--- src/rtl/sms_pkg.sv ---
package sms_pkg;

  typedef enum logic [3:0] {
    PH_WAIT_CR  = 4'd0,
    PH_WAIT_LF  = 4'd1,
    PH_EXP_PLUS = 4'd2,
    PH_EXP_C    = 4'd3,
    PH_EXP_M    = 4'd4,
    PH_EXP_T    = 4'd5,
    PH_EXP_I    = 4'd6,
    PH_TO_COMMA = 4'd7,
    PH_INDEX    = 4'd8,
    PH_SKIP_LF  = 4'd9,
    PH_TEXT     = 4'd10
  } phase_t;

  localparam logic [7:0] BYTE_CR    = 8'h0d;
  localparam logic [7:0] BYTE_LF    = 8'h0a;
  localparam logic [7:0] BYTE_COMMA = 8'h2c;

  localparam logic [3:0] CODE_FORWARD  = 4'h a;
  localparam logic [3:0] CODE_BACKWARD = 4'h5;
  localparam logic [3:0] CODE_LEFT     = 4'h2;
  localparam logic [3:0] CODE_RIGHT    = 4'h8;

  localparam int NUM_WORDS = 4;
  localparam int WORD_LEN  = 8;

  // burst slot positions within the 26-byte read request
  localparam logic [4:0] SLOT_INDEX = 5'd23;
  localparam logic [4:0] SLOT_CR    = 5'd24;
  localparam logic [4:0] SLOT_LAST  = 5'd25;

  localparam logic [1:0] SKIP_LAST = 2'd2;
  localparam logic [2:0] TEXT_LAST = 3'd7;

  function automatic logic [3:0] word_code(input logic [1:0] w);
    case (w)
      2'd0:    word_code = CODE_FORWARD;
      2'd1:    word_code = CODE_BACKWARD;
      2'd2:    word_code = CODE_LEFT;
      default: word_code = CODE_RIGHT;
    endcase
  endfunction

  function automatic logic [7:0] word_char(input logic [1:0] w, input logic [2:0] p);
    logic [8*WORD_LEN-1:0] s;
    case (w)
      2'd0:    s = "forward ";
      2'd1:    s = "backward";
      2'd2:    s = "left    ";
      default: s = "right   ";
    endcase
    word_char = s[8*(WORD_LEN-1-int'(p)) +: 8];
  endfunction

  function automatic logic [7:0] prefix_char(input phase_t ph);
    case (ph)
      PH_EXP_PLUS: prefix_char = "+";
      PH_EXP_C:    prefix_char = "C";
      PH_EXP_M:    prefix_char = "M";
      PH_EXP_T:    prefix_char = "T";
      default:     prefix_char = "I";
    endcase
  endfunction

  // fixed head of the read request: "at" CRLF "at+cmgf=1" CRLF "at+cmgr="
  function automatic logic [7:0] head_byte(input logic [4:0] k);
    case (k)
      5'd0:    head_byte = "a";
      5'd1:    head_byte = "t";
      5'd2:    head_byte = BYTE_CR;
      5'd3:    head_byte = BYTE_LF;
      5'd4:    head_byte = "a";
      5'd5:    head_byte = "t";
      5'd6:    head_byte = "+";
      5'd7:    head_byte = "c";
      5'd8:    head_byte = "m";
      5'd9:    head_byte = "g";
      5'd10:   head_byte = "f";
      5'd11:   head_byte = "=";
      5'd12:   head_byte = "1";
      5'd13:   head_byte = BYTE_CR;
      5'd14:   head_byte = BYTE_LF;
      5'd15:   head_byte = "a";
      5'd16:   head_byte = "t";
      5'd17:   head_byte = "+";
      5'd18:   head_byte = "c";
      5'd19:   head_byte = "m";
      5'd20:   head_byte = "g";
      5'd21:   head_byte = "r";
      5'd22:   head_byte = "=";
      default: head_byte = 8'h00;
    endcase
  endfunction

endpackage

--- src/rtl/sms_command_word_decoder_unit.sv ---
// SMS command word decoder.
// Input channel: in_valid / in_stall carry rx_byte, one modem byte per
// transaction. Output channel: out_valid / out_stall carry tx_valid, tx_byte,
// drive, drive_changed and last, one result per transaction.
// Every received byte gives one result with tx_valid low, except the message
// index byte, which gives a burst of 26 results with tx_valid high (the read
// request for that message); last marks the final result of each byte.
// The first result of a byte is loaded into the output register as the byte
// is taken. Throughput: one byte per cycle while the receiver takes every
// result; an index byte holds the input until the burst counter has walked
// the request bytes out of the output register.
// A new byte is taken in the same cycle the last result of the previous byte
// leaves, so a receiver that never stalls sees no gap.
// When the receiver stalls, the output register holds its result and the
// input stalls as well. Reset (rst, synchronous) empties the output, returns
// parsing to waiting for CR and sets drive to zero.
module sms_command_word_decoder_unit (
  input  logic       clk,
  input  logic       rst,
  input  logic       in_valid,
  output logic       in_stall,
  input  logic [7:0] rx_byte,
  output logic       out_valid,
  input  logic       out_stall,
  output logic       tx_valid,
  output logic [7:0] tx_byte,
  output logic [3:0] drive,
  output logic       drive_changed,
  output logic       last
);

  sms_pkg::phase_t phase, phase_next;
  logic [1:0] line_skip, line_skip_next;
  logic [2:0] text_pos, text_pos_next;
  logic [3:0] match_flags, match_flags_next;
  logic [3:0] drive_code, drive_code_next;
  logic       changed_next;
  logic       start_burst;

  logic       burst;
  logic [4:0] slot;
  logic [7:0] index_byte;
  logic       changed;

  logic       in_accept;
  logic       out_accept;
  logic       out_done;
  logic [3:0] flags_cmp;

  assign out_accept = out_valid && !out_stall;
  assign out_done   = out_accept && (!burst || slot == sms_pkg::SLOT_LAST);
  assign in_stall   = out_valid && !out_done;
  assign in_accept  = in_valid && !in_stall;

  always_comb begin
    phase_next       = phase;
    line_skip_next   = line_skip;
    text_pos_next    = text_pos;
    match_flags_next = match_flags;
    drive_code_next  = drive_code;
    changed_next     = 1'b0;
    start_burst      = 1'b0;
    for (int w = 0; w < sms_pkg::NUM_WORDS; w++) begin
      flags_cmp[w] = match_flags[w] && (rx_byte == sms_pkg::word_char(2'(w), text_pos));
    end
    case (phase)
      sms_pkg::PH_WAIT_CR: begin
        if (rx_byte == sms_pkg::BYTE_CR) phase_next = sms_pkg::PH_WAIT_LF;
      end
      sms_pkg::PH_WAIT_LF: begin
        if (rx_byte == sms_pkg::BYTE_LF) phase_next = sms_pkg::PH_EXP_PLUS;
      end
      sms_pkg::PH_EXP_PLUS, sms_pkg::PH_EXP_C, sms_pkg::PH_EXP_M,
      sms_pkg::PH_EXP_T, sms_pkg::PH_EXP_I: begin
        if (rx_byte == sms_pkg::prefix_char(phase)) begin
          phase_next = sms_pkg::phase_t'(phase + 4'd1);
        end else begin
          phase_next       = sms_pkg::PH_WAIT_CR;
          line_skip_next   = '0;
          text_pos_next    = '0;
          match_flags_next = '1;
        end
      end
      sms_pkg::PH_TO_COMMA: begin
        if (rx_byte == sms_pkg::BYTE_COMMA) phase_next = sms_pkg::PH_INDEX;
      end
      sms_pkg::PH_INDEX: begin
        phase_next     = sms_pkg::PH_SKIP_LF;
        line_skip_next = '0;
        start_burst    = 1'b1;
      end
      sms_pkg::PH_SKIP_LF: begin
        if (rx_byte == sms_pkg::BYTE_LF) begin
          if (line_skip >= sms_pkg::SKIP_LAST) begin
            phase_next       = sms_pkg::PH_TEXT;
            text_pos_next    = '0;
            match_flags_next = '1;
          end else begin
            line_skip_next = line_skip + 2'd1;
          end
        end
      end
      sms_pkg::PH_TEXT: begin
        match_flags_next = flags_cmp;
        if (text_pos == sms_pkg::TEXT_LAST) begin
          // later word wins if several matched
          for (int w = 0; w < sms_pkg::NUM_WORDS; w++) begin
            if (flags_cmp[w]) begin
              drive_code_next = sms_pkg::word_code(2'(w));
              changed_next    = 1'b1;
            end
          end
          phase_next       = sms_pkg::PH_WAIT_CR;
          line_skip_next   = '0;
          text_pos_next    = '0;
          match_flags_next = '1;
        end else begin
          text_pos_next = text_pos + 3'd1;
        end
      end
      default: begin
        phase_next       = sms_pkg::PH_WAIT_CR;
        line_skip_next   = '0;
        text_pos_next    = '0;
        match_flags_next = '1;
      end
    endcase
  end

  always_ff @(posedge clk) begin
    if (rst) begin
      phase       <= sms_pkg::PH_WAIT_CR;
      line_skip   <= '0;
      text_pos    <= '0;
      match_flags <= '1;
      drive_code  <= '0;
    end else if (in_accept) begin
      phase       <= phase_next;
      line_skip   <= line_skip_next;
      text_pos    <= text_pos_next;
      match_flags <= match_flags_next;
      drive_code  <= drive_code_next;
    end
  end

  always_ff @(posedge clk) begin
    if (rst) begin
      out_valid <= 1'b0;
      burst     <= 1'b0;
      slot      <= '0;
    end else if (in_accept) begin
      out_valid <= 1'b1;
      burst     <= start_burst;
      slot      <= '0;
    end else if (out_done) begin
      out_valid <= 1'b0;
      burst     <= 1'b0;
    end else if (out_accept) begin
      // advance through the request bytes
      slot <= slot + 5'd1;
    end
  end

  always_ff @(posedge clk) begin
    if (in_accept) begin
      index_byte <= rx_byte;
      changed    <= changed_next;
    end
  end

  always_comb begin
    tx_byte = 8'h00;
    if (burst) begin
      case (slot)
        sms_pkg::SLOT_INDEX: tx_byte = index_byte;
        sms_pkg::SLOT_CR:    tx_byte = sms_pkg::BYTE_CR;
        sms_pkg::SLOT_LAST:  tx_byte = sms_pkg::BYTE_LF;
        default:             tx_byte = sms_pkg::head_byte(slot);
      endcase
    end
  end

  assign tx_valid      = burst;
  assign drive         = drive_code;
  assign drive_changed = changed && !burst;
  assign last          = !burst || slot == sms_pkg::SLOT_LAST;

  a_slot_range: assert property (@(posedge clk) disable iff (rst)
    out_valid && burst |-> slot <= sms_pkg::SLOT_LAST)
    else $error("burst slot beyond last request byte");

  a_burst_start: assert property (@(posedge clk) disable iff (rst)
    in_accept && phase == sms_pkg::PH_INDEX |=> out_valid && burst && slot == 5'd0)
    else $error("index byte did not start a request burst");

  a_drive_code: assert property (@(posedge clk) disable iff (rst)
    out_valid && drive_changed |-> drive == sms_pkg::CODE_FORWARD ||
      drive == sms_pkg::CODE_BACKWARD || drive == sms_pkg::CODE_LEFT ||
      drive == sms_pkg::CODE_RIGHT)
    else $error("drive changed to an unknown code");

  a_text_end: assert property (@(posedge clk) disable iff (rst)
    in_accept && phase == sms_pkg::PH_TEXT && text_pos == sms_pkg::TEXT_LAST
      |=> phase == sms_pkg::PH_WAIT_CR && match_flags == 4'hf)
    else $error("message state not cleared after eighth text byte");

  a_drive_hold: assert property (@(posedge clk) disable iff (rst)
    !in_accept |=> $stable(drive))
    else $error("drive moved without a transaction");

endmodule
--- config.mk ---
export PLATFORM = sky130hd
export DESIGN_NAME = sms_command_word_decoder_unit
export DESIGN_NICKNAME = d
export VERILOG_FILES = /design/src/rtl/sms_pkg.sv /design/src/rtl/sms_command_word_decoder_unit.sv
export SDC_FILE = /design/constraint.sdc
export NUM_CORES = 1
export LEC_CHECK = 0
export BUFFER_PORTS_ARGS = -buffer_cell sky130_fd_sc_hd__buf_2
export CAP_MARGIN = 5
export CELL_PAD_IN_SITES_DETAIL_PLACEMENT = 1
export CELL_PAD_IN_SITES_GLOBAL_PLACEMENT = 1
export CORE_ASPECT_RATIO = 1.75
export CORE_MARGIN = 1
export CORE_UTILIZATION = 49
export DETAILED_ROUTE_END_ITERATION = 16
export PLACE_DENSITY = 0.86
export SLEW_MARGIN = 20
export SYNTH_ARGS = -nofsm -noshare
export SYNTH_HDL_FRONTEND = slang
export SYNTH_SLANG_ARGS = --single-unit
--- constraint.sdc ---
create_clock -name clk -period 4.2 [get_ports clk]
set_input_delay 0 -clock clk [delete_from_list [all_inputs] [get_ports clk]]
set_output_delay 0 -clock clk [all_outputs]
set_load 0.02 [all_outputs]
==> results.md <==
- Run status: complete, no violations
- Peak Freq: 0.314 GHz
- Leakage: between 1 and 1.5 nW
- DR iter-0 viols: 160
- Antenna viol nets, final: 0
- R2r setup slk: 1.01 ns
- Net Sw Power: 254 uW
- Number of synthesized flops with an enable pin: 9
- Post-Synthesis Net Count: between 400 and 500
- Commonest non-fill, non-tap cell in the layout: nor2_1
- Number of global-route vias before repair: 3366
- Die width: 64.2 um
- Area grow syn2layout: 9.36%
- FF-to-FF path depth: 9
- CP Capture Type: flip-flop
- Reg2reg start: slot[0]$_SDFFE_PP0N_
- First-pass GRT wire length: 16800 um
- Die ar.: 0.00712 mm^2
- Top delay family on crit path: compound AO/OA/AOI/OAI gates
- Share of cells above drive strength 1: 13.3%
- Unrepaired setup endpoints after global routing: false
- Clk_lat worst skew: 0.28 ns
- Post-Layout Cell Count: 488
- Diode count: 0
- Post-synthesis async set-or-reset flop share: 0%
- Clk pwr share: 44.3%
- Final GP Congestion: 0.970
- # setup viols final: 0
- Crit-path max cell delay: 0.69 ns
- Vias/cell: 6.41
- Critical path type: reg2reg
- Clk pin slew, worst setup/hold paths: 0.06 ns
- Synthesized flop and latch total: 39
- Hold Crit Depth: 1
- HPWL after detailed placement: 7850 um
- Hold_ws: 0.0175 ns
- Worst Path Arrival: between 3 and 4 ns
- IO Pins: 29
- Htree depth: 2
- Maxcap violations: 0
- Post-CTS Setup Bufs: 0
- Final core area utilization: 55.5%
- Register share of total power: 41.2%
- Nets: 440
- Setup tns final: 0 ns
- Sequence of cells on the critical path: ha_1, nand4b_4, a31o_2, a32oi_1, inv_1, ha_1, mux2_1, a32oi_1, o21ai_1
- DRT Wirelength: 10400 um
- Relative slew slack: between 20% and 30%
- FP Rows: 39
- Initial antenna violation count: 0
- Slew Limit Fails: 0
- Tightest Pin Transition: 1.12 ns
- Clock Skew: 0.00446 ns
- Total power draw: 975 uW
- Synth area leaders: dfxtp_1 18%, ha_1 8.7%, edfxtp_1 8.1%
- Worst Hold Path EP: index_byte[5]$_DFFE_PP_
- Mapped cell area: 0.00332 mm^2
- Final worst path period share: between 70% and 80%
- Vias after detailed routing: roughly 3100
- Worst min path class: in2reg
- CTS tree: done
- Most frequent cells in the layout: 37 x nor2_1, 30 x dfxtp_1, 28 x buf_2, 23 x ha_1, 20 x nand2_1
- CP startpoint kind: flip-flop
- Starting Density: 50.7%
- Pin count of the biggest net entering global routing: 25
- CP max stage cell: a32oi_1
- Maximum root-to-sink buffer count: 2
- Register area share after synthesis: 26.3%
- Synth Instances: 392
- Root buf cell: clkbuf_16
- All-Layer GR Usage: between 30% and 40%
- Final hold vios: 0
- Int Pwr: 722 uW
- Origin of the worst setup path: slot[0]$_SDFFE_PP0N_
- Avg Inst Size Synth: around 8.5 um^2
- 1st-pass router iterations: 4
- Sw Share: 26.0%
- Crit path max fanout: 8
- Buffer and inverter count on the worst path: 1
- PortBufs: 28
- Combinational fraction of design power: roughly 15%
- DRC viols: 0
- PwrDens: 269 mW/mm^2
- DIE HEIGHT: 111 um
- Top FF cell, synth: dfxtp_1
- Required time worst endpoint: 4.37 ns
- CTS sink count: 39
- Worst VDD drop: 0.136 mV
- Global route overflow: 0
- Minimum clock period: 3.19 ns
- Area leader, netlist: dfxtp_1
- Yosys top cell area share: 18.1%
- Core area: ~0.0065 mm^2
- Hold Path Origin: rx_byte[5]
- Yosys warns: 0
- DP Cell Count: approximately 480
- Total CTS buffers: 5
- DR WL/cell: 21.2 um
- Distinct cells, synth: 76
## power groups by stage
stage	clock, mW	sequential (mW)	combinational [mW]
after floorplan	0	0.408	0.0993
after CTS	0.436	0.402	0.141
final	0.432	0.401	0.142
after global placement	0	0.409	0.134
after detailed placement	0	0.410	0.138
after global routing	0.447	0.402	0.154
## layer usage
layer | global-route usage, % | wire length (um) | up-vias
li1 | - | - | 1481
met1 | 30.8 | 3830 | 1542
met2 | 57.7 | 5680 | 73
met3 | 3.29 | 230 | 34
met4 | 19.4 | 612 | 0
met5 | 0 | 0 | -
## metrics by stage
| step | instance area [um^2] | setup slack, ns |
|---|---|---|
| after global placement | 3440 | 1.10 |
| after detailed placement | 3440 | 1.02 |
| after CTS | 3630 | 1.03 |
| after floorplan | 3320 | 1.59 |
| final | 3630 | 1.01 |
| after global routing | 3630 | 0.810 |
## final cells by class
cell class                 instances  area [um^2]
clock buffer                       5          125
clock inverter                     3         38.8
fill                             809         2910
inverter                          19         71.3
multi-input combinational        308         2240
sequential                        39          871
tap                               82          103
timing repair buffer              32          175
## how the worst max path moves through the flow
stage,end,slack (ns),depth (start not counted)
2_1_floorplan,flip-flop,1.59,11
3_3_place_gp,flip-flop,1.10,9
3_5_place_dp,flip-flop,1.02,9
4_1_cts,flip-flop,1.03,9
5_1_grt,flip-flop,0.81,9
6_report,flip-flop,1.01,9
## Yosys cell counts, types with 4 or more instances
library cell	count
a211oi_1	6
a21oi_1	14
a22oi_1	7
a31oi_1	9
buf_2	12
clkbuf_1	10
dfxtp_1	30
edfxtp_1	9
ha_1	23
inv_1	17
mux2_1	4
mux2i_1	5
nand2_1	20
nand2b_1	7
nand3_1	12
nand3b_1	6
nand4_1	5
nor2_1	37
nor2b_1	15
nor3_1	10
o21ai_0	16
o21ai_1	5
o31ai_1	4
or4_1	5
xnor2_1	13
xor2_1	5
## cells by family after synthesis
| logic type | share of synthesized area (%) |
|---|---|
| and+or+nand+nor | 26.3 |
| adders and majority gates | 8.68 |
| xor gates and xnor gates | 6.90 |
| DFF | 26.3 |
| muxes | 2.87 |
| buffers and inverters | 6.11 |
| AOI/OAI and AO/OA | 22.9 |
## worst register-to-register path: stages, from the launching register on
cell and delay [ns]:
dfxtp_1 0.46, ha_1 0.31, nand4b_4 0.18, a31o_2 0.28, a32oi_1 0.69, inv_1 0.24, ha_1 0.31, mux2_1 0.31
a32oi_1 0.20, o21ai_1 0.08
## timing repair
item | CTS | global route
gates resized for setup | 0 | 0
endpoints found under the hold margin | 2 | 0
hold buffers | 2 | 0
No activity file was read; power rests on OpenSTA's default activity.
